`src/rtl/core/cfir_pkg.sv`:
```
package cfir_pkg;

  // defaults for the top-level parameters
  localparam int DEF_TAPS       = 21;
  localparam int DEF_MAX_CH     = 8;
  localparam int TABLE_LEN      = 21;

  // register map
  localparam int CFG_IDX_W      = 1;
  localparam int CFG_DATA_W     = 16;
  localparam logic [CFG_IDX_W-1:0] CFG_MIX   = 1'b0;
  localparam logic [CFG_IDX_W-1:0] CFG_COUNT = 1'b1;

  localparam logic [15:0] MIX_ONE       = 16'd32768;
  localparam logic [15:0] MIX_RESET     = 16'd32768;
  localparam logic [3:0]  COUNT_RESET   = 4'd2;

  // datapath widths: blended coefficient stays below 2^27 in magnitude
  localparam int SMP_W   = 16;
  localparam int TBL_W   = 18;
  localparam int COEF_W  = 28;
  localparam int PROD_W  = COEF_W + SMP_W;
  localparam int ACC_W   = PROD_W + 6;
  localparam int FRAC_SH = 32;
  localparam int Q_W     = ACC_W - FRAC_SH;

  localparam logic signed [Q_W-1:0] SAT_HI = Q_W'(32767);
  localparam logic signed [Q_W-1:0] SAT_LO = -Q_W'(32768);

  typedef struct packed {
    logic clr_wr;    // clearing pass: write zero, step address
    logic load;      // take the input item
    logic wr_smp;    // write new sample into history
    logic issue;     // read one tap
    logic res_load;  // move result into output register
  } cfir_cmd_t;

  typedef struct packed {
    logic clr_last;  // clearing pass at final entry
    logic ch_ok;     // incoming channel has storage
    logic tap_last;  // issuing final tap
    logic pipe_busy; // MAC pipeline still holds taps
    logic out_free;  // output register can take a result
  } cfir_sts_t;

  function automatic logic signed [TBL_W-1:0] coef_one(input logic [4:0] idx);
    logic signed [TBL_W-1:0] c;
    case (idx)
      5'd0, 5'd20: c = -18'sd458;
      5'd1, 5'd19: c = 18'sd63;
      5'd2, 5'd18: c = 18'sd602;
      5'd3, 5'd17: c = 18'sd1142;
      5'd4, 5'd16: c = 18'sd1662;
      5'd5, 5'd15: c = 18'sd2143;
      5'd6, 5'd14: c = 18'sd2565;
      5'd7, 5'd13: c = 18'sd2912;
      5'd8, 5'd12: c = 18'sd3170;
      5'd9, 5'd11: c = 18'sd3329;
      5'd10:       c = 18'sd3383;
      default:     c = '0;
    endcase
    return c;
  endfunction

  function automatic logic signed [TBL_W-1:0] coef_two(input logic [4:0] idx);
    logic signed [TBL_W-1:0] c;
    case (idx)
      5'd0, 5'd20: c = -18'sd2506;
      5'd1, 5'd19: c = -18'sd3311;
      5'd2, 5'd18: c = -18'sd3634;
      5'd3, 5'd17: c = -18'sd3402;
      5'd4, 5'd16: c = -18'sd2630;
      5'd5, 5'd15: c = -18'sd1425;
      5'd6, 5'd14: c = 18'sd32;
      5'd7, 5'd13: c = 18'sd1515;
      5'd8, 5'd12: c = 18'sd2786;
      5'd9, 5'd11: c = 18'sd3642;
      5'd10:       c = 18'sd3943;
      default:     c = '0;
    endcase
    return c;
  endfunction

endpackage

```
`src/rtl/core/cfir_ram.sv`:
```
module cfir_ram #(
  parameter int WIDTH = 16,
  parameter int DEPTH = 168
) (
  input  logic                     clk,
  input  logic                     we,
  input  logic [$clog2(DEPTH)-1:0] waddr,
  input  logic [WIDTH-1:0]         wdata,
  input  logic [$clog2(DEPTH)-1:0] raddr,
  output logic [WIDTH-1:0]         rdata
);

  logic [WIDTH-1:0] mem [DEPTH];
  logic [WIDTH-1:0] rdata_r;

  always_ff @(posedge clk) begin
    if (we) begin
      mem[waddr] <= wdata;
    end
    rdata_r <= mem[raddr];
  end

  assign rdata = rdata_r;

endmodule

```
`src/rtl/core/cfir_dp.sv`:
```
module cfir_dp
  import cfir_pkg::*;
#(
  parameter int TAPS         = DEF_TAPS,
  parameter int MAX_CHANNELS = DEF_MAX_CH
) (
  input  logic                   clk,
  input  logic                   rst_n,
  input  logic                   cfg_we,
  input  logic [CFG_IDX_W-1:0]   cfg_index,
  input  logic [CFG_DATA_W-1:0]  cfg_wdata,
  input  logic signed [SMP_W-1:0] in_sample,
  input  logic [2:0]             in_channel,
  output logic                   out_valid,
  input  logic                   out_ready,
  output logic signed [SMP_W-1:0] out_filtered,
  output logic [2:0]             out_channel,
  input  cfir_cmd_t              cmd,
  output cfir_sts_t              sts
);

  localparam int DEPTH = MAX_CHANNELS * TAPS;
  localparam int AW    = $clog2(DEPTH);
  localparam int SW    = $clog2(TAPS);
  localparam int NT    = (TAPS < TABLE_LEN) ? TAPS : TABLE_LEN;
  localparam int TW    = $clog2(NT);
  localparam logic signed [ACC_W-1:0] RND_HALF = {{(ACC_W-FRAC_SH){1'b0}}, 1'b1,
                                                  {(FRAC_SH-1){1'b0}}};

  // configuration
  logic [15:0] mix_r;
  logic [3:0]  count_r;

  always_ff @(posedge clk) begin
    if (!rst_n) begin
      mix_r   <= MIX_RESET;
      count_r <= COUNT_RESET;
    end else if (cfg_we) begin
      unique case (cfg_index)
        CFG_MIX:   mix_r   <= cfg_wdata[15:0];
        CFG_COUNT: count_r <= cfg_wdata[3:0];
        default: ;
      endcase
    end
  end

  logic [15:0] mix_eff;
  logic [3:0]  count_eff;
  logic [3:0]  last_ch;

  always_comb begin
    mix_eff = (mix_r > MIX_ONE) ? MIX_ONE : mix_r;
    if (count_r == 4'd0) begin
      count_eff = 4'd1;
    end else if (32'(count_r) > MAX_CHANNELS) begin
      count_eff = 4'(MAX_CHANNELS);
    end else begin
      count_eff = count_r;
    end
    last_ch = count_eff - 4'd1;
  end

  // item and sequencing registers
  logic signed [SMP_W-1:0] sample_r;
  logic [2:0]              ch_r;
  logic                    ch_ok_r;
  logic [AW-1:0]           addr_r;
  logic [SW-1:0]           slot_r;
  logic [SW-1:0]           pos_r;
  logic [TW-1:0]           tap_r;
  logic                    in_ch_ok;
  logic [AW-1:0]           base_addr;

  assign in_ch_ok  = 32'(in_channel) < MAX_CHANNELS;
  assign base_addr = AW'(32'(in_channel) * TAPS) + AW'(pos_r);

  always_ff @(posedge clk) begin
    if (!rst_n) begin
      addr_r <= '0;
      pos_r  <= '0;
      tap_r  <= '0;
      slot_r <= '0;
    end else begin
      if (cmd.load) begin
        addr_r <= base_addr;
        slot_r <= pos_r;
        tap_r  <= '0;
      end else if (cmd.clr_wr) begin
        addr_r <= addr_r + AW'(1);
      end else if (cmd.issue) begin
        tap_r <= tap_r + TW'(1);
        // walk back through the channel's ring
        if (slot_r == '0) begin
          slot_r <= SW'(TAPS - 1);
          addr_r <= addr_r + AW'(TAPS - 1);
        end else begin
          slot_r <= slot_r - SW'(1);
          addr_r <= addr_r - AW'(1);
        end
      end
      if (cmd.res_load && ch_ok_r && ({1'b0, ch_r} == last_ch)) begin
        pos_r <= (pos_r == SW'(TAPS - 1)) ? '0 : pos_r + SW'(1);
      end
    end
  end

  always_ff @(posedge clk) begin
    if (cmd.load) begin
      sample_r <= in_sample;
      ch_r     <= in_channel;
      ch_ok_r  <= in_ch_ok;
    end
  end

  // history store
  logic [SMP_W-1:0] ram_rdata;

  cfir_ram #(
    .WIDTH (SMP_W),
    .DEPTH (DEPTH)
  ) u_hist (
    .clk   (clk),
    .we    (cmd.clr_wr | cmd.wr_smp),
    .waddr (addr_r),
    .wdata (cmd.clr_wr ? '0 : sample_r),
    .raddr (addr_r),
    .rdata (ram_rdata)
  );

  // coefficient blend: b1*32768 + (b2-b1)*mix
  logic signed [TBL_W-1:0]  t1, t2;
  logic signed [TBL_W:0]    dif;
  logic signed [36:0]       blend;

  always_comb begin
    t1    = coef_one(5'(tap_r));
    t2    = coef_two(5'(tap_r));
    dif   = (TBL_W+1)'(t2) - (TBL_W+1)'(t1);
    blend = (37'(dif) * 37'($signed({1'b0, mix_eff}))) + (37'(t1) <<< 15);
  end

  // MAC pipeline: coef/history -> product -> accumulate
  logic                     v1_r, v2_r;
  logic signed [COEF_W-1:0] coef_r;
  logic signed [PROD_W-1:0] prod_r;
  logic signed [ACC_W-1:0]  acc_r;

  always_ff @(posedge clk) begin
    if (!rst_n) begin
      v1_r <= 1'b0;
      v2_r <= 1'b0;
    end else begin
      v1_r <= cmd.issue;
      v2_r <= v1_r;
    end
  end

  always_ff @(posedge clk) begin
    coef_r <= COEF_W'(blend);
    prod_r <= PROD_W'(coef_r) * PROD_W'($signed(ram_rdata));
    if (cmd.load) begin
      acc_r <= '0;
    end else if (v2_r) begin
      acc_r <= acc_r + ACC_W'(prod_r);
    end
  end

  // round half up, then saturate
  logic signed [ACC_W-1:0] rnd;
  logic signed [Q_W-1:0]   q;
  logic signed [SMP_W-1:0] sat;

  always_comb begin
    rnd = acc_r + RND_HALF;
    q   = $signed(rnd[ACC_W-1:FRAC_SH]);
    if (q > SAT_HI) begin
      sat = 16'sh7FFF;
    end else if (q < SAT_LO) begin
      sat = -16'sh8000;
    end else begin
      sat = q[SMP_W-1:0];
    end
  end

  // output register
  logic                    out_valid_r;
  logic signed [SMP_W-1:0] out_filtered_r;
  logic [2:0]              out_channel_r;

  always_ff @(posedge clk) begin
    if (!rst_n) begin
      out_valid_r <= 1'b0;
    end else if (cmd.res_load) begin
      out_valid_r <= 1'b1;
    end else if (out_ready) begin
      out_valid_r <= 1'b0;
    end
  end

  always_ff @(posedge clk) begin
    if (cmd.res_load) begin
      out_filtered_r <= sat;
      out_channel_r  <= ch_r;
    end
  end

  assign out_valid    = out_valid_r;
  assign out_filtered = out_filtered_r;
  assign out_channel  = out_channel_r;

  assign sts.clr_last  = (addr_r == AW'(DEPTH - 1));
  assign sts.ch_ok     = in_ch_ok;
  assign sts.tap_last  = (tap_r == TW'(NT - 1));
  assign sts.pipe_busy = v1_r | v2_r;
  assign sts.out_free  = !out_valid_r || out_ready;

  a_no_overwrite: assert property (@(posedge clk) disable iff (!rst_n)
    cmd.res_load |-> (!out_valid_r || out_ready))
    else $error("result overwrote an untaken item");

  a_pipe_order: assert property (@(posedge clk) disable iff (!rst_n)
    v2_r |-> $past(v1_r))
    else $error("product stage valid without coefficient stage");

  a_pos_range: assert property (@(posedge clk) disable iff (!rst_n)
    32'(pos_r) < TAPS)
    else $error("frame position out of range");

endmodule
```
`config.mk`:
```
export PLATFORM = sky130hd
export DESIGN_NAME = cfir_dp
export DESIGN_NICKNAME = d
export VERILOG_FILES = /design/src/rtl/core/cfir_pkg.sv /design/src/rtl/core/cfir_ram.sv /design/src/rtl/core/cfir_dp.sv
export SDC_FILE = /design/constraint.sdc
export NUM_CORES = 2
export LEC_CHECK = 0
export BUFFER_PORTS_ARGS = -buffer_cell sky130_fd_sc_hd__buf_2
export CORE_AREA = 2 2 534 536
export DETAILED_ROUTE_END_ITERATION = 12
export DIE_AREA = 0 0 536 538
export HOLD_SLACK_MARGIN = 0.05
export PLACE_DENSITY = 0.72
export RECOVER_POWER = 50
export SETUP_SLACK_MARGIN = 0.3
export SKIP_CTS_REPAIR_TIMING = 1
export SLEW_MARGIN = 10
export SYNTH_ARGS = -nofsm -noshare
export SYNTH_HDL_FRONTEND = slang
export SYNTH_SLANG_ARGS = --single-unit
```
`constraint.sdc`:
```
create_clock -name clk -period 15.6 [get_ports clk]
set_input_delay 3.9 -clock clk [delete_from_list [all_inputs] [get_ports clk]]
set_output_delay 3.9 -clock clk [all_outputs]
set_load 0.005 [all_outputs]
```
# Word-level counts from Yosys, hierarchy flattened
# Memory sizes are Yosys's and may differ from the RTL's. A register that Yosys moved wholly into a read port is not among the register bits.
# Index checks and enable logic that the tools add are counted.
[totals]
mem_count = 3
wordCells = 83
regBits = 206
out_inout_bits = 25
romBits = 1120
mem_bits_rw = 2688
latch_bits = 0
[memory_table]
columns = ["name", "depth", "width", "rd", "rd_ports_with_merged_regs", "wr", "line_no", "text"]
rows = [
  ["u_hist.mem", 168, 16, 1, 1, 1, "cfir_ram.sv:13", "logic [WIDTH-1:0] mem [DEPTH];"],
  ["(name not given)", 32, 18, 1, 1, 0, "cfir_pkg.sv:67", "case (idx)"],
  ["(name not given)", 32, 17, 1, 1, 0, "cfir_pkg.sv:48", "case (idx)"],
]
[classes]
shift = 0
multipliers = 3
bitwise_logic = 5
n_mux = 22
n_reduce_logical = 13
n_addsub = 12
n_div = 0
n_lt_le_gt_ge = 4
eq_ne = 5
[ops]
columns = ["op", "count"]
rows = [
  ["$add A50 B33 Y50 const B", 1],
  ["$add A50 B44 Y50", 1],
  ["$mux W16", 3],
  ["$mux W5", 9],
  ["$mul A28 B16 Y44", 1],
  ["$mux W8", 4],
  ["$add A28 B28 Y28", 1],
  ["$mul A19 B17 Y28", 1],
  ["$sub A18 B18 Y19", 1],
  ["$gt A18 B16 Y1 const B", 1],
  ["$lt A18 B16 Y1 const B", 1],
  ["$gt A16 B16 Y1 const B", 1],
  ["$add A5 B1 Y5 const B", 2],
  ["$eq A5 B5 Y1 const B", 2],
  ["$add A8 B1 Y8 const B", 1],
  ["$add A8 B5 Y8", 1],
  ["$add A8 B5 Y8 const B", 1],
  ["$eq A8 B8 Y1 const B", 1],
  ["$mul A3 B5 Y8 const B", 1],
  ["$mux W4", 2],
  ["$reduce_and A2 Y1", 4],
  ["$sub A8 B1 Y8 const B", 1],
  ["$logic_not A5 Y1", 1],
  ["$sub A5 B1 Y5 const B", 1],
  ["other kinds (14)", 21],
]

# Depth between registers and ports, before layout
[logic_depth]
depth_word = 6
ltp_mapped = 33
mapped_depth_nobuf = 33

# By module
# From an unflattened synthesis, not the netlist that was laid out.
[hier_totals]
cells_unflattened = 9319
area_unflattened_um2 = 141853.5
[modules_own_cells]
columns = ["module", "seq_area_each_um2", "area_per_inst_um2", "cells_per_inst", "n_inst"]
rows = [
  ["cfir_ram", 81037.7, 104491.5, 5072, 1],
  ["cfir_dp", 5004.8, 37362.1, 4247, 1],
]

# Worst setup path after synthesis
# No wires, ideal clock.
[synth_timing]
path_kind = "input to register"
from = "in cmd[4] (netlist name)"
to = "mem u_hist.mem[0][10] (data pin)"
setup_slack_ns = 5.961
arrival_ns = 8.610
path_buffers = 3
stages = 4
setup_ns = 1.029
cell_sequence = "clkbuf_1 > clkbuf_1 > clkbuf_1 > nor2b_1"
[synth_via]
elab_chain_cells = 1
[synth_rtl]
columns = ["element", "line_no", "text"]
rows = [
  ["from (decl)", "cfir_dp.sv:18", "input cfir_cmd_t cmd,"],
  ["$mux W16", "cfir_dp.sv:125", ".wdata (cmd.clr_wr ? '0 : sample_r),"],
  ["net u_hist.wdata[10]", "cfir_ram.sv:8", "input logic [WIDTH-1:0] wdata,"],
  ["to (decl)", "cfir_ram.sv:13", ""],
]
# The timed path passes the listed nets, and every way through them passes these cells.

# Worst setup path in the final report
[layout_timing]
from = "in cmd[4] (netlist name)"
to = "mem u_hist.mem[28][3] (data pin)"
# The elaborated chain is that of the path after synthesis.

==> impl_metrics.py <==
metrics = {
    "cts": {
        "clockBufferDepth": 4,
        "cts_root_buf": "clkbuf_16",
        "clk_latency_ns": 0.92,
        "clk_pin_slew_worst_paths_ns": 0.05,
        "cts-htree-levels": 5,
        "numCtsBuffers": 303,
        "cts.sinks": 2935,
        "cts_tree": "done",
    },
    "setup_path": {
        "cp_common_cell": "clkbuf_1",
        "critPathBufInv": 3,
        "critPathKind": "in2reg",
        "path_max_fanout": 168,
        "cp_num_cells": 4,
        "crit_arrival_ns": 11.26,
        "path_cells": "buf_2 > clkbuf_1 > nor2b_4 > clkbuf_1",
        "reg2reg_depth": 29,
        "required_ns": 15.07,
        "slowest_delay_ns": 5.52,
        "cp_slowest_cell": "clkbuf_1",
        "end_kind": "flip-flop",
        "cp_top_family": "buffers and inverters",
        "critPathLaunchType": "input port",
    },
    "detailed_routing": {
        "avgRoutedWirePerCell_um": 27.1,
        "wirelength_um": 348000,
        "route.vias.total": 77400,
        "dr.pass1.iters": 6,
        "drcViolationCount": 0,
        "ant_nets": 0,
        "vias_per_cell": 6.02,
        "first_iter_violations": 9379,
    },
    "min_path": {
        "holdCritPathClass": "reg2reg",
        "hold_path_depth": 2,
    },
    "floorplanning": {
        "core_area_sq_um": 283000,
        "dieArea_sq_um": 288000,
        "die_x_um": 536,
        "ioPinCount": 70,
        "start_util_pct": 49.6,
        "die_h_um": 538,
        "fp-row-count": 196,
    },
    "global_route": {
        "grt_max_degree": 169,
        "grt.total_usage_pct": 24.3,
        "gr-usage-met3_pct": 4.95,
        "grt_pass1_wl_um": 521000,
        "grt_use_met2_pct": 39.1,
        "met1_usage_pct": 32.7,
        "grt_pass1_vias": 80200,
        "antenna_found_initial": 9,
        "grt_overflow": 0,
        "gr-max-usage-layer": "met2",
    },
    "sta": {
        "tightest_slew_ns": 8.23,
        "setup_viol": 0,
        "finalHoldViolCount": 0,
        "slew_violations": 1852,
        "fin_setup_tns_ns": 0,
        "slew_headroom_pct": -449,
        "finalCriticalPeriod_ns": 11.79,
        "fmax_ghz": 0.0848,
        "rsz0062_at_grt": "false",
        "timing.final.crit_share_pct": 75.6,
        "fin_worst_skew_ns": 0.0603,
    },
    "place": {
        "numPortBuffers": 68,
        "dpl_cell_area_sq_um": 146000,
        "dp_hpwl_um": 216000,
        "gp_congestion": 0.916,
        "placed_cells": 12300,
    },
    "synthesis": {
        "ys_ff_latch": 2935,
        "synth_compound_area_share_pct": 3.64,
        "ys_warn_count": 0,
        "yosys.area_share.simple_pct": 5.08,
        "synth-adder-area-share_pct": 12.4,
        "synth_top_area_cell": "edfxtp_1",
        "yosys-mux-area-fraction_pct": 12.9,
        "netlist_instances": 8629,
        "synth_flop_cell": "edfxtp_1",
        "synth_xor_area_share_pct": 1.17,
        "syn_nets": 9652,
        "synth_top_family_by_area": "multiplexers",
        "synth-edff-count": 2726,
        "yosysSeqAreaShare_pct": 61.2,
        "synth_cell_types": 87,
        "async_reset_ff_share_pct": 0,
        "synth_top_area_share_pct": 58.2,
        "synth.cell_area_sq_um": 141000,
        "avgSynthCellArea_sq_um": 16.3,
        "synth_area_leaders": "edfxtp_1 (58%), mux4_2 (12%), fa_1 (9.8%)",
    },
    "cells_and_area": {
        "instances_no_fill": 12900,
        "final.fill_count": 21600,
        "finalCoreUtilization_pct": 54.9,
        "mostFrequentLayoutCells": "edfxtp_1 (2726), inv_1 (858), mux4_2 (752)",
        "final_cell_area_sq_um": 155000,
        "nets": 9896,
        "layout-drive-gt1-share_pct": 16.2,
        "syn_to_final_growth_pct": 10.6,
        "final_common_cell": "edfxtp_1",
    },
    "outcome": {
        "violations": "capacitance limit, slew limit",
        "status": "complete, but fails checks",
    },
    "flow_run": {
        "max-cap-violations": 37,
    },
}
==> Yosys cell counts (146+ instances only) <==
library cell  instances
clkbuf_1            265
a21oi_1             206
and2_1              169
fa_1                687
nor2_1              490
edfxtp_1           2726
mux4_2              752
inv_1               858
ha_1                291
dfxtp_1             209
o21ai_0             146
nand2_1             605
==> state kept, by name, indices dropped and copies added, names as in the netlist <==
name          cells
prod_r           44
addr_r            8
mix_r            16
slot_r            5
out_filtered     16
ch_r              3
sample_r         16
tap_r             5
u_hist.rdata     16
acc_r            50
count_r           4
t2               13
u_hist.mem     2688
out_valid         1
out_channel       3
pos_r             5
v2_r              1
coef_r           28
v1_r              1
t1               12
==> layer usage <==
layer	share of wire (%)	routed length, um
met1	38	133000
met4	4.1	14200
met2	48	168000
met3	9.5	33100
met5	0.0075	26
==> final cells by class <==
cell class                      count  area (sq um)  area share (%)
Inverter                          862          3250            2.09
Antenna cell                        3          7.51         0.00483
Sequential cell                  2935         86100            55.4
Clock buffer                      363          8000            5.14
Tap cell                         3762          4710            3.03
Clock inverter                    176          1680            1.08
Timing Repair Buffer              358          2190            1.41
Multi-Input combinational cell   4413         49600            31.9
==> kinds of logic (layout without fill, tap and decap cells) <==
group                      Yosys count  in the layout
other                                1              4
AOI/OAI and AO/OA                  783            783
and+or+nand+nor                   1593           1593
adders and majority gates          978            978
xor gates and xnor gates           188            188
DFF                               2935           2935
buffers and inverters             1281           1759
muxes                              870            870
==> worst paths after layout <==
check	to	slack, ns	start
setup / recovery	u_hist.mem[28][3]$_DFFE_PP_	3.81	cmd[4]
hold / removal	count_r[0]$_SDFFE_PN0P_	0.47	count_r[0]$_SDFFE_PN0P_
setup reg to reg	coef_r[27]$_DFF_P_	6.78	t2[0]$_DFF_P_
hold reg to reg	count_r[0]$_SDFFE_PN0P_	0.47	count_r[0]$_SDFFE_PN0P_
==> per-stage QoR <==
| stage | hold WS [ns] | setup WS [ns] |
|---|---|---|
| after floorplan | 0.426 | 5.96 |
| after global placement | 0.449 | 6.97 |
| after detailed placement | 0.457 | 6.95 |
| after CTS | 0.464 | 6.86 |
| after global routing | 0.484 | 3.28 |
| final | 0.465 | 3.81 |
==> worst register-to-register path, delay by kind of cell (launching register included) <==
kind	cells	cell delay, ns
and+or+nand+nor	5	0.76
buffers and inverters	4	0.17
DFF	1	0.30
adders and majority gates	9	4.13
AOI/OAI and AO/OA	8	2.26
xor gates and xnor gates	3	1.03
Power is left out: the tool's default activity adds up to more than one toggle a clock period on the data nets, which glitch-free logic cannot reach.
