## src/rtl/core/cfir_pkg.sv

```systemverilog
package cfir_pkg;

  // defaults for the top-level parameters
  localparam int DEF_TAPS       = 21;
  localparam int DEF_MAX_CH     = 8;
  localparam int TABLE_LEN      = 21;

  // register map
  localparam int CFG_IDX_W      = 1;
  localparam int CFG_DATA_W     = 16;
  localparam logic [CFG_IDX_W-1:0] CFG_MIX   = 1'b0;
  localparam logic [CFG_IDX_W-1:0] CFG_COUNT = 1'b1;

  localparam logic [15:0] MIX_ONE       = 16'd32768;
  localparam logic [15:0] MIX_RESET     = 16'd32768;
  localparam logic [3:0]  COUNT_RESET   = 4'd2;

  // datapath widths: blended coefficient stays below 2^27 in magnitude
  localparam int SMP_W   = 16;
  localparam int TBL_W   = 18;
  localparam int COEF_W  = 28;
  localparam int PROD_W  = COEF_W + SMP_W;
  localparam int ACC_W   = PROD_W + 6;
  localparam int FRAC_SH = 32;
  localparam int Q_W     = ACC_W - FRAC_SH;

  localparam logic signed [Q_W-1:0] SAT_HI = Q_W'(32767);
  localparam logic signed [Q_W-1:0] SAT_LO = -Q_W'(32768);

  typedef struct packed {
    logic clr_wr;    // clearing pass: write zero, step address
    logic load;      // take the input item
    logic wr_smp;    // write new sample into history
    logic issue;     // read one tap
    logic res_load;  // move result into output register
  } cfir_cmd_t;

  typedef struct packed {
    logic clr_last;  // clearing pass at final entry
    logic ch_ok;     // incoming channel has storage
    logic tap_last;  // issuing final tap
    logic pipe_busy; // MAC pipeline still holds taps
    logic out_free;  // output register can take a result
  } cfir_sts_t;

  function automatic logic signed [TBL_W-1:0] coef_one(input logic [4:0] idx);
    logic signed [TBL_W-1:0] c;
    case (idx)
      5'd0, 5'd20: c = -18'sd458;
      5'd1, 5'd19: c = 18'sd63;
      5'd2, 5'd18: c = 18'sd602;
      5'd3, 5'd17: c = 18'sd1142;
      5'd4, 5'd16: c = 18'sd1662;
      5'd5, 5'd15: c = 18'sd2143;
      5'd6, 5'd14: c = 18'sd2565;
      5'd7, 5'd13: c = 18'sd2912;
      5'd8, 5'd12: c = 18'sd3170;
      5'd9, 5'd11: c = 18'sd3329;
      5'd10:       c = 18'sd3383;
      default:     c = '0;
    endcase
    return c;
  endfunction

  function automatic logic signed [TBL_W-1:0] coef_two(input logic [4:0] idx);
    logic signed [TBL_W-1:0] c;
    case (idx)
      5'd0, 5'd20: c = -18'sd2506;
      5'd1, 5'd19: c = -18'sd3311;
      5'd2, 5'd18: c = -18'sd3634;
      5'd3, 5'd17: c = -18'sd3402;
      5'd4, 5'd16: c = -18'sd2630;
      5'd5, 5'd15: c = -18'sd1425;
      5'd6, 5'd14: c = 18'sd32;
      5'd7, 5'd13: c = 18'sd1515;
      5'd8, 5'd12: c = 18'sd2786;
      5'd9, 5'd11: c = 18'sd3642;
      5'd10:       c = 18'sd3943;
      default:     c = '0;
    endcase
    return c;
  endfunction

endpackage

```

## src/rtl/core/cfir_ctrl.sv

```systemverilog
module cfir_ctrl
  import cfir_pkg::*;
(
  input  logic      clk,
  input  logic      rst_n,
  input  logic      in_valid,
  output logic      in_ready,
  input  cfir_sts_t sts,
  output cfir_cmd_t cmd
);

  typedef enum logic [2:0] {
    S_CLEAR,
    S_IDLE,
    S_WRITE,
    S_TAPS,
    S_DRAIN,
    S_DONE
  } state_t;

  state_t state_r, state_nxt;

  always_comb begin
    state_nxt = state_r;
    cmd       = '0;
    in_ready  = 1'b0;
    unique case (state_r)
      S_CLEAR: begin
        cmd.clr_wr = 1'b1;
        if (sts.clr_last) begin
          state_nxt = S_IDLE;
        end
      end
      S_IDLE: begin
        in_ready = 1'b1;
        if (in_valid) begin
          cmd.load  = 1'b1;
          // channel without storage: straight to a zero result
          state_nxt = sts.ch_ok ? S_WRITE : S_DONE;
        end
      end
      S_WRITE: begin
        cmd.wr_smp = 1'b1;
        state_nxt  = S_TAPS;
      end
      S_TAPS: begin
        cmd.issue = 1'b1;
        if (sts.tap_last) begin
          state_nxt = S_DRAIN;
        end
      end
      S_DRAIN: begin
        if (!sts.pipe_busy) begin
          state_nxt = S_DONE;
        end
      end
      S_DONE: begin
        if (sts.out_free) begin
          cmd.res_load = 1'b1;
          state_nxt    = S_IDLE;
        end
      end
      default: state_nxt = S_IDLE;
    endcase
  end

  always_ff @(posedge clk) begin
    if (!rst_n) begin
      state_r <= S_CLEAR;
    end else begin
      state_r <= state_nxt;
    end
  end

  a_ready_pipe_idle: assert property (@(posedge clk) disable iff (!rst_n)
    in_ready |-> !sts.pipe_busy)
    else $error("input taken while MAC pipeline busy");

  a_load_then_busy: assert property (@(posedge clk) disable iff (!rst_n)
    cmd.load |=> !in_ready)
    else $error("second item taken right after load");

endmodule

```

## config.mk

```make
export PLATFORM = sky130hd
export DESIGN_NAME = cfir_ctrl
export DESIGN_NICKNAME = d
export VERILOG_FILES = /design/src/rtl/core/cfir_pkg.sv /design/src/rtl/core/cfir_ctrl.sv
export SDC_FILE = /design/constraint.sdc
export NUM_CORES = 1
export LEC_CHECK = 0
export BUFFER_PORTS_ARGS = -buffer_cell sky130_fd_sc_hd__buf_2
export CAP_MARGIN = 10
export CORE_AREA = 2 2 39 41
export DETAILED_ROUTE_END_ITERATION = 7
export DIE_AREA = 0 0 41 43
export PLACE_DENSITY_LB_ADDON = 0.15
export SYNTH_ARGS = -nofsm -noshare
export SYNTH_HDL_FRONTEND = slang
export SYNTH_SLANG_ARGS = --single-unit
export TNS_END_PERCENT = 50
```

## constraint.sdc

```tcl
create_clock -name clk -period 2.45 [get_ports clk]
set_input_delay 0.245 -clock clk [delete_from_list [all_inputs] [get_ports clk]]
set_output_delay 0.245 -clock clk [all_outputs]
set_load 0.02 [all_outputs]
```

Word-level counts from Yosys, hierarchy flattened
Cells that the tools add are included.
- register bits after elaboration: 3
- input bits: 8
- word-level logic and storage cells: 28
- eq/ne operators: 10
- muxes and demuxes: 15
- reduce and logical (&&, ||, !) cells: 2
- operators with widths (kind ; number):
    3-bit 2-to-1 mux ; 6
    3-bit case mux with 6 select lines ; 1
    2-bit inequality test, second input constant ; 5
    1-bit 2-to-1 mux ; 8
    3-bit by 2-bit == test with 1-bit output, second input constant ; 2
    3-bit == test, second input constant ; 2
    5-bit AND reduction ; 1
    3-bit by 1-bit == test with 1-bit output, second input constant ; 1
    3-bit zero test ; 1

Longest topological paths before layout
Gate-level depths: netlist (run 1).
- depth in word-level cells: 3
- gate-level depth with buffers: 4
- gate-level depth less buffers: 3

Least setup slack after synthesis (run 1)
Ideal clock, no wire load.
- path kind: register to output
- start: register state_r[0]
- end: output cmd[3] in the netlist's numbering
- arrival time: 1.108 ns
- path slack: 1.097 ns
- cell stages (with the launch flop): 5
- path buffers: 1
- cells stage by stage: dfxtp_1 -> buf_4 -> nand2b_4 -> nor2_1 -> and2_1
- RTL lines (what ; RTL line ; source):
    start: declaration ; cfir_ctrl.sv:21 ; state_t state_r, state_nxt;
    start signal: assignment ; cfir_ctrl.sv:71 ; state_r <= state_nxt;
    end: declaration ; cfir_ctrl.sv:9 ; output cfir_cmd_t cmd

==> results of run 1 <==
## per-layer routing
layer  part of all wire  GRT usage  vias up
met5                  0          0        -
li1                   -          -      131
met1               0.37      0.102      103
met2               0.56      0.100        5
met4                  0      0.100        0
met3              0.065     0.0157        0
## power by group
group / total (uW) / internal (uW) / switching, uW
Clock: 86.0 / 61.0 / 25.0
Sequential: 61.4 / 52.9 / 8.53
Combinational: 44.8 / 20.9 / 24.0
Total: 192 / 135 / 57.5
## final timing paths
| kind | from | to | slack, ns | cells past startpoint |
|---|---|---|---|---|
| hold / removal | rst_n | state_r[0] | 0.27 | 2 |
| hold reg to reg | state_r[2] | state_r[0] | 0.69 | 2 |
| setup / recovery | state_r[0] | cmd[3] | 0.97 | 4 |
| setup reg to reg | state_r[1] | state_r[2] | 1.32 | 3 |
## cell usage after synthesis, types with 2 or more instances
library cell | count | share of area
nor2_1 | 4 | 0.066
dfxtp_1 | 3 | 0.27
a21oi_1 | 2 | 0.044
nand2_1 | 2 | 0.033
nor3_1 | 2 | 0.044
buf_4 | 2 | 0.066
## layout make-up
class,count,area (sq um)
clock buffers,4,26.3
fillers,168,1060
inverters,1,3.75
multi-input cells,22,148
flip-flops and latches,3,60.1
well taps,16,20.0
repair buffers,13,65.1
## critical path, delay by kind of cell (launching register included)
family	cells	cell delay (ns)
flip-flops	1	0.50
AND/OR/NAND/NOR	3	0.35
buffers and inverters	1	0.15
## metrics by stage
step | power (uW) | setup slack [ns] | utilization
2_1_floorplan | 93.3 | 1.10 | -
3_3_place_gp | 107 | 1.22 | 0.214
3_5_place_dp | 108 | 1.20 | 0.214
4_1_cts | 200 | 0.948 | 0.233
5_1_grt | 212 | 0.860 | 0.233
6_report | 192 | 0.971 | 0.233
## logic make-up after synthesis
logic type | after synthesis | synth area share
simple gates | 16 | 0.464
compound gates | 6 | 0.188
flops | 3 | 0.265
buf+inv | 3 | 0.0828
==> qor.csv, run 1 <==
stage,metric,value,unit
run_status,status,completed,
routing,Vias/cell,4.05,
layout,number of antenna diodes,0,
logic_synthesis,Ys Warns,0,
sta,Final Critical Period,1.48,ns
routing,first drt pass iteration count,2,
routing,routed len/inst,9.59,microns
clock_network,H-tree depth,1,
logic_synthesis,Mapped Nets,36,
flow_run,maxcap violations,0,
placed_design,GPL Wtd Cong,0.660,
grt,number of global-route vias before repair,229,
die,Initial Util,0.164,
routing,total number of vias,239,
critical_path,cells along the critical path,nand2b_4 > nor2_1 > and2_1 > buf_2,
critical_path,Worst EP arrival,1.23,ns
sta,Max-slew headroom,0.785,
clock_network,postcts setup bufs,0,
logic_synthesis,Post-synth EDFFs,0,
critical_path,Setup crit end kind,output pin,
die,io pins,14,
min_path,Worst Hold Class,input pin to register,
clock_network,Clock Latency Late Sink,0.23,ns
routing,antenna-violating nets left,0,
routing,DRT Wirelength,566,microns
layout,"commonest non-fill, non-tap cell in the layout",buf_2,
clock_network,root buffer cell,clkbuf_4,
grt,overflow left after global routing,0,
clock_network,"Clk pin slew, worst setup/hold paths",0.04,ns
layout,Finished Layout Cells,59,
layout,share of cells above drive strength 1,0.465,
power_and_ir_drop,Lkg Pwr,0.000142,uW
sta,Final Setup Violations,0,
power_and_ir_drop,worst vdd ir,0.191,mV
sta,setup_tns,0,ns
layout,most flop-heavy register,state_r,
layout,largest registers,state_r x3,
critical_path,"Max stage delay cell, worst path",dfxtp_1,
critical_path,CP Class,register to output pin,
critical_path,Critical Path Max Stage Delay,0.50,ns
grt,first-pass GRT wire length,938,microns
die,die height,43,microns
critical_path,Critical Path Source Type,register,
clock_network,CTS Hold Bufs,0,
logic_synthesis,Syn Inst Count,28,
die,chip width,41,microns
power_and_ir_drop,pwr/cell area,596,nW/um^2
grt,pin count of the biggest net entering global routing,11,
layout,Final Instance Area,323,sq um
logic_synthesis,"Seq/Total Area, Yosys",0.265,
placed_design,DPL Wire Length,436,microns
layout,max FFs per register,3,
sta,crit share post-route,0.604,
die,die area,1760,sq um
routing,drt drc,0,
sta,"Slew Viols, Final",0,
critical_path,"Req. time, crit path",2.20,ns
sta,unrepaired setup endpoints after global routing,no,
clock_network,CTS tree,built,
logic_synthesis,Post-synth top flop,dfxtp_1,
layout,"commonest non-fill, non-tap cells in the layout","buf_2 (13), nor2_1 (4), clkbuf_4 (3), dfxtp_1 (3)",
clock_network,CTS buffer count,3,
routing,DR iter-0 viols,1,
sta,Final Hold Vio Count,0,
sta,measured slew at the worst slew-check pin,0.323,ns
sta,clock skew,0.00308,ns
layout,nets,52,
placed_design,dpl cells,55,
layout,Layout area overhead,42.5,%
die,Rows,14,
logic_synthesis,async set or reset register ratio after synthesis,0,
grt,initial antenna violation count,0,
logic_synthesis,syn avg cell area,8.09,sq um
logic_synthesis,mapped cell area,226,sq um
clock_network,clock tree sinks,3,
die,core box area,1380,sq um
grt,Tot GR Track Use,0.0821,
critical_path,CP Max Fanout,8,
logic_synthesis,Unique masters post-synth,19,
placed_design,Buffers on Ports,13,
logic_synthesis,#FFs+latches synth,3,
sta,Max Freq,676,MHz
clock_network,Post-CTS Resized,0,
sta,final hold slack,0.268,ns
placed_design,DP Area,297,sq um
clock_network,Max Buffers Root-to-Sink,2,
Power figures use the tool's default switching activity.
==> run 2: changes to the inputs <==
- ABC_AREA: not set -> 1
- clock period: 2.45 -> 1.5 ns (I/O delays scaled with it)
==> run 2 against run 1 <==
Effect of this change: clock skew is 0.0034 ns higher; synthesized cell count up 100%; clock-buffer cell count unchanged; global-route usage up 3.2 points; critical path depth fell by 1; critical endpoint is now cmd[2]; design area is 38% higher; synthesized area is 52% higher; clock power grew 67%; utilization up 8.8 points.
==> qor.csv, run 2 <==
stage,metric,value,unit,change
run_status,status,completed,,unchanged
placed_design,GPL Wtd Cong,0.738,,was 0.660
layout,most flop-heavy register,state_r,,unchanged
logic_synthesis,Synth area leader,dfxtp_1,,unchanged
clock_network,CTS Hold Bufs,0,,unchanged
clock_network,clock tree sinks,3,,unchanged
routing,Vias/cell,4.02,,was 4.05
placed_design,Buffers on Ports,13,,unchanged
die,Rows,14,,unchanged
layout,"commonest non-fill, non-tap cells in the layout","nor2_1 (15), buf_2 (13), nand2_1 (7)",,"was buf_2 (13), nor2_1 (4), clkbuf_4 (3), dfxtp_1 (3)"
sta,"Slew Viols, Final",0,,unchanged
die,chip width,41,microns,unchanged
layout,Finished Layout Cells,89,,was 59
placed_design,dpl cells,85,,was 55
die,die height,43,microns,unchanged
min_path,Worst Hold Class,input pin to register,,unchanged
layout,Layout area overhead,29.1,%,was 42.5%
logic_synthesis,syn avg cell area,6.14,sq um,was 8.09 sq um
critical_path,Worst EP arrival,1.22,ns,was 1.23 ns
placed_design,DP Area,418,sq um,was 297 sq um
critical_path,CP Max Fanout,8,,unchanged
routing,total number of vias,358,,was 239
clock_network,root buffer cell,clkbuf_4,,unchanged
clock_network,postcts setup bufs,0,,unchanged
flow_run,maxcap violations,0,,unchanged
routing,DR iter-0 viols,8,,was 1
die,core box area,1380,sq um,unchanged
critical_path,CP Class,register to output pin,,unchanged
layout,share of cells above drive strength 1,0.438,,was 0.465
power_and_ir_drop,total power,886,uW,was 192 uW
grt,initial antenna violation count,0,,unchanged
critical_path,Setup crit end kind,output pin,,unchanged
grt,overflow left after global routing,0,,unchanged
logic_synthesis,share of the synthesized area in the top cell type,0.175,,was 0.265
grt,Tot GR Track Use,0.114,,was 0.0821
logic_synthesis,Post-synth EDFFs,0,,unchanged
logic_synthesis,Synth top cells by count,"nor2_1 (15), nand2_1 (7), inv_1 (5), nand3_1 (5), nor2_2 (5)",,"was nor2_1 (4), dfxtp_1 (3)"
layout,Final Instance Area,444,sq um,was 323 sq um
clock_network,Post-CTS Resized,0,,unchanged
layout,"commonest non-fill, non-tap cell in the layout",nor2_1,,was buf_2
sta,unrepaired setup endpoints after global routing,no,,unchanged
clock_network,CTS tree,built,,unchanged
logic_synthesis,"Seq/Total Area, Yosys",0.175,,was 0.265
grt,number of global-route vias before repair,344,,was 229
layout,nets,82,,was 52
die,die area,1760,sq um,unchanged
sta,Final Critical Period,1.37,ns,
critical_path,Critical Path Source Type,register,,unchanged
routing,antenna-violating nets left,0,,unchanged
grt,pin count of the biggest net entering global routing,9,,was 11
grt,first-pass GRT wire length,1.33,mm,was 938 microns
placed_design,DPL Wire Length,629,microns,was 436 microns
die,Initial Util,0.249,,was 0.164
logic_synthesis,Syn Inst Count,56,,was 28
power_and_ir_drop,Lkg Pwr,0.000258,uW,was 0.000142 uW
logic_synthesis,#FFs+latches synth,3,,unchanged
sta,Max-slew headroom,0.746,,was 0.785
clock_network,CTS buffer count,3,,unchanged
routing,DRT Wirelength,791,microns,was 566 microns
logic_synthesis,async set or reset register ratio after synthesis,0,,unchanged
sta,measured slew at the worst slew-check pin,0.380,ns,was 0.323 ns
logic_synthesis,Mapped Nets,64,,was 36
routing,first drt pass iteration count,2,,unchanged
power_and_ir_drop,worst vdd ir,0.834,mV,was 0.191 mV
clock_network,"Clk pin slew, worst setup/hold paths",0.04,ns,about the same
clock_network,H-tree depth,1,,unchanged
sta,clock skew,0.00646,ns,was 0.00308 ns
routing,drt drc,0,,unchanged
logic_synthesis,Post-synth top flop,dfxtp_1,,unchanged
logic_synthesis,Ys Warns,0,,unchanged
power_and_ir_drop,pwr/cell area,1990,nW/um^2,was 596 nW/um^2
logic_synthesis,Synth area leaders,"dfxtp_1 (17%), nor2_1 (16%), buf_6 (9.8%)",,"was dfxtp_1 (27%), buf_4 (6.6%), nor2_1 (6.6%)"
logic_synthesis,mapped cell area,344,sq um,was 226 sq um
clock_network,Clock Latency Late Sink,0.24,ns,was 0.23 ns
sta,Final Hold Vio Count,0,,unchanged
layout,max FFs per register,3,,unchanged
sta,Final Setup Violations,0,,unchanged
routing,routed len/inst,8.89,microns,was 9.59 microns
logic_synthesis,Unique masters post-synth,16,,was 19
layout,number of antenna diodes,0,,unchanged
die,io pins,14,,unchanged
logic_synthesis,most common cell in the synthesized netlist,nor2_1,,unchanged
sta,crit share post-route,0.910,,
clock_network,Max Buffers Root-to-Sink,2,,unchanged
critical_path,"Req. time, crit path",1.35,ns,was 2.20 ns
sta,Max Freq,732,MHz,
layout,largest registers,state_r x3,,unchanged
sta,setup_tns,0,ns,unchanged
-- run 2: changes by cell type after synthesis, sizes merged, moves of 2 or more --
cell,previous run,this run
nor2,5,20
nand2,2,10
inv,1,7
nand3,1,6
nand2b,2,0
-- run 2: critical path, cell delays in order (launching register included) --
cell	delay, ns
dfxtp_1	0.41
buf_4	0.19
nor3_2	0.18
buf_2	0.19
-- run 2: final timing paths --
kind | to | from | cells after the start | slack [ns]
setup / recovery | cmd[2] | state_r[0] | 3 | 0.13
hold / removal | state_r[2] | rst_n | 3 | 0.16
setup reg to reg | state_r[1] | state_r[2] | 7 | 0.21
hold reg to reg | state_r[0] | state_r[0] | 2 | 0.65
-- run 2: per-stage QoR --
stage	worst slack, ns	util	hold WS (ns)
detailed placement	0.228	0.302	0.405
finish	0.135	0.321	0.156
CTS	0.114	0.321	0.148
floorplan	0.339	-	0.271
global placement	0.229	0.302	0.404
global route	0.0413	0.321	0.177
-- run 2: logic make-up (layout without fill, tap and decap cells) --
group           after synthesis  in the layout  share of synthesized area
simple gates                 40             40                      0.582
buf+inv                      10             27                      0.189
flops                         3              3                      0.175
compound gates                3              3                     0.0546
-- run 2: area by class of cell --
class | count | area [sq um]
fill | 159 | 940
multi-input combinational | 43 | 219
timing repair buffer | 16 | 87.6
sequential | 3 | 60.1
inverter | 7 | 31.3
clock buffer | 4 | 26.3
tap | 16 | 20.0
-- run 2: routing by layer --
metal | track usage | share of wire
met5 | 0 | 0
met4 | 0.100 | 0.019
met3 | 0.00524 | 0.044
met2 | 0.175 | 0.49
met1 | 0.134 | 0.45
-- run 2: power by group --
group / switching (uW) / leakage [uW] / internal [uW]
clock: 44.3 / 0.0000150 / 99.8
combinational: 319 / 0.000218 / 219
sequential: 90.8 / 0.0000249 / 113
==> run 3: changes to the inputs <==
- ABC_AREA: 1 -> not set
- BUFFER_PORTS_ARGS: -buffer_cell sky130_fd_sc_hd__buf_2 -> -buffer_cell sky130_fd_sc_hd__buf_4
==> run 3 against run 2 <==
Effect of this change: non-clock buffer count down 3; highest routed layer is now met3; clock skew is 0.0064 ns lower; combinational power is 84% lower; register-to-register slack gained 0.17 ns; via count shrank 30%; setup slack worse by 0.020 ns; utilization shrank 6.3 points; critical endpoint is now cmd[3]; clock-buffer cell count unchanged; die area unchanged; clock power is 5% lower; design area shrank 20%.
==> qor.csv, run 3 (synthesized netlist as in run 1, its figures left out) <==
stage,metric,value,unit,change
run_status,status,completed,,unchanged
routing,drt drc,0,,unchanged
grt,number of global-route vias before repair,245,,was 344
layout,"commonest non-fill, non-tap cell in the layout",buf_4,,was nor2_1
clock_network,CTS tree,built,,unchanged
clock_network,H-tree depth,1,,unchanged
grt,GR met2 Demand/Resource,0.109,,was 0.175
sta,measured slew at the worst slew-check pin,0.313,ns,was 0.380 ns
sta,Final Critical Period,1.39,ns,was 1.37 ns
sta,Max-slew headroom,0.791,,was 0.746
placed_design,DPL Wire Length,480,microns,was 629 microns
power_and_ir_drop,Lkg Pwr,0.000150,uW,was 0.000258 uW
grt,GRT met1 Usage,0.0958,,was 0.134
die,die area,1760,sq um,unchanged
layout,most flop-heavy register,state_r,,unchanged
die,io pins,14,,unchanged
placed_design,dpl cells,55,,was 85
routing,first drt pass iteration count,4,,was 2
routing,DR iter-0 viols,7,,was 8
grt,initial antenna violation count,0,,unchanged
clock_network,Clock Latency Late Sink,0.23,ns,was 0.24 ns
layout,"commonest non-fill, non-tap cells in the layout","buf_4 (13), nor2_1 (4), clkbuf_4 (3)",,"was nor2_1 (15), buf_2 (13), nand2_1 (7)"
grt,GRT met3 Usage,0.0157,,was 0.00524
critical_path,"Req. time, crit path",1.35,ns,about the same
critical_path,Setup crit end kind,output pin,,unchanged
sta,crit share post-route,0.924,,was 0.910
layout,nets,52,,was 82
placed_design,GPL Wtd Cong,0.680,,was 0.738
layout,max FFs per register,3,,unchanged
grt,Tot GR Track Use,0.0832,,was 0.114
grt,overflow left after global routing,0,,unchanged
die,Initial Util,0.164,,was 0.249
layout,number of antenna diodes,0,,unchanged
layout,fillcell total,160,,was 159
critical_path,Worst EP arrival,1.24,ns,was 1.22 ns
sta,clock skew,0.0000373,ns,was 0.00646 ns
grt,most used routing layer,met2,,unchanged
routing,DRT Wirelength,609,microns,was 791 microns
power_and_ir_drop,pwr/cell area,914,nW/um^2,was 1990 nW/um^2
die,Rows,14,,unchanged
critical_path,CP Max Fanout,7,,was 8
clock_network,clock tree sinks,3,,unchanged
sta,"Slew Viols, Final",0,,unchanged
placed_design,Buffers on Ports,13,,unchanged
power_and_ir_drop,worst vdd ir,0.317,mV,was 0.834 mV
sta,final hold slack,0.166,ns,was 0.156 ns
sta,unrepaired setup endpoints after global routing,no,,unchanged
placed_design,DP Area,329,sq um,was 418 sq um
clock_network,CTS Hold Bufs,0,,unchanged
layout,Final Instance Area,357,sq um,was 444 sq um
sta,Final Hold Vio Count,0,,unchanged
clock_network,"Clk pin slew, worst setup/hold paths",0.03,ns,was 0.04 ns
layout,largest registers,state_r x3,,unchanged
routing,routed len/inst,10.3,microns,was 8.89 microns
flow_run,maxcap violations,0,,unchanged
sta,Final Setup Violations,0,,unchanged
layout,Finished Layout Cells,59,,was 89
routing,Vias/cell,4.22,,was 4.02
clock_network,root buffer cell,clkbuf_4,,unchanged
critical_path,CP Class,register to output pin,,unchanged
grt,first-pass GRT wire length,945,microns,was 1.33 mm
critical_path,Critical Path Source Type,register,,unchanged
sta,setup_tns,0,ns,unchanged
layout,Layout area overhead,57.5,%,was 29.1%
sta,Max Freq,722,MHz,was 732 MHz
min_path,Worst Hold Class,input pin to register,,unchanged
power_and_ir_drop,total power,326,uW,was 886 uW
clock_network,Max Buffers Root-to-Sink,2,,unchanged
die,core box area,1380,sq um,unchanged
routing,total number of vias,249,,was 358
routing,antenna-violating nets left,0,,unchanged
die,chip width,41,microns,unchanged
grt,pin count of the biggest net entering global routing,11,,was 9
clock_network,CTS buffer count,3,,unchanged
die,die height,43,microns,unchanged
layout,share of cells above drive strength 1,0.488,,was 0.438
[run 3: worst paths after layout]
kind | startpoint | to | slack [ns] | cells after the start
worst max-delay path | state_r[2] | cmd[3] | 0.11 | 4
worst min-delay path | rst_n | state_r[2] | 0.17 | 2
worst max register to register | state_r[1] | state_r[2] | 0.38 | 3
worst min register to register | state_r[0] | state_r[0] | 0.63 | 1
[run 3: critical path: stages, from the launching register on]
cell and delay [ns]:
dfxtp_1 0.43, nand2b_4 0.21, nor2_1 0.06, and2_1 0.17, buf_4 0.15
[run 3: area by class of cell]
type | instances | area, sq um | area share
well taps | 16 | 20.0 | 0.0561
clock buffers | 4 | 26.3 | 0.0737
inverters | 1 | 3.75 | 0.0105
flip-flops and latches | 3 | 61.3 | 0.172
repair buffers | 13 | 97.6 | 0.274
multi-input cells | 22 | 148 | 0.414
[run 3: per-layer routing]
| layer | vias up | share of wire |
|---|---|---|
| met3 | 0 | 0.061 |
| li1 | 129 | - |
| met1 | 113 | 0.40 |
| met5 | - | 0 |
| met4 | 0 | 0 |
| met2 | 7 | 0.54 |
[run 3: stage by stage]
step                 util  setup WS [ns]
detailed placement  0.238          0.335
floorplan               -          0.242
global route        0.258         0.0217
global placement    0.238          0.351
CTS                 0.257         0.0828
finish              0.258          0.114
[run 3: report_power, final]
| group | switching (uW) | internal [uW] | total [uW] | leakage, uW |
|---|---|---|---|---|
| sequential | 14.1 | 87.1 | 101 | 0.0000249 |
| clock | 37.9 | 99.4 | 137 | 0.0000150 |
| combinational | 41.5 | 45.8 | 87.3 | 0.000110 |
| total | 93.6 | 232 | 326 | 0.000150 |
[run 3: repair_timing]
action,CTS,global route
gates resized for setup,0,1
buffers inserted,0,0
setup endpoints to repair,0,1
endpoints found under the hold margin,0,0
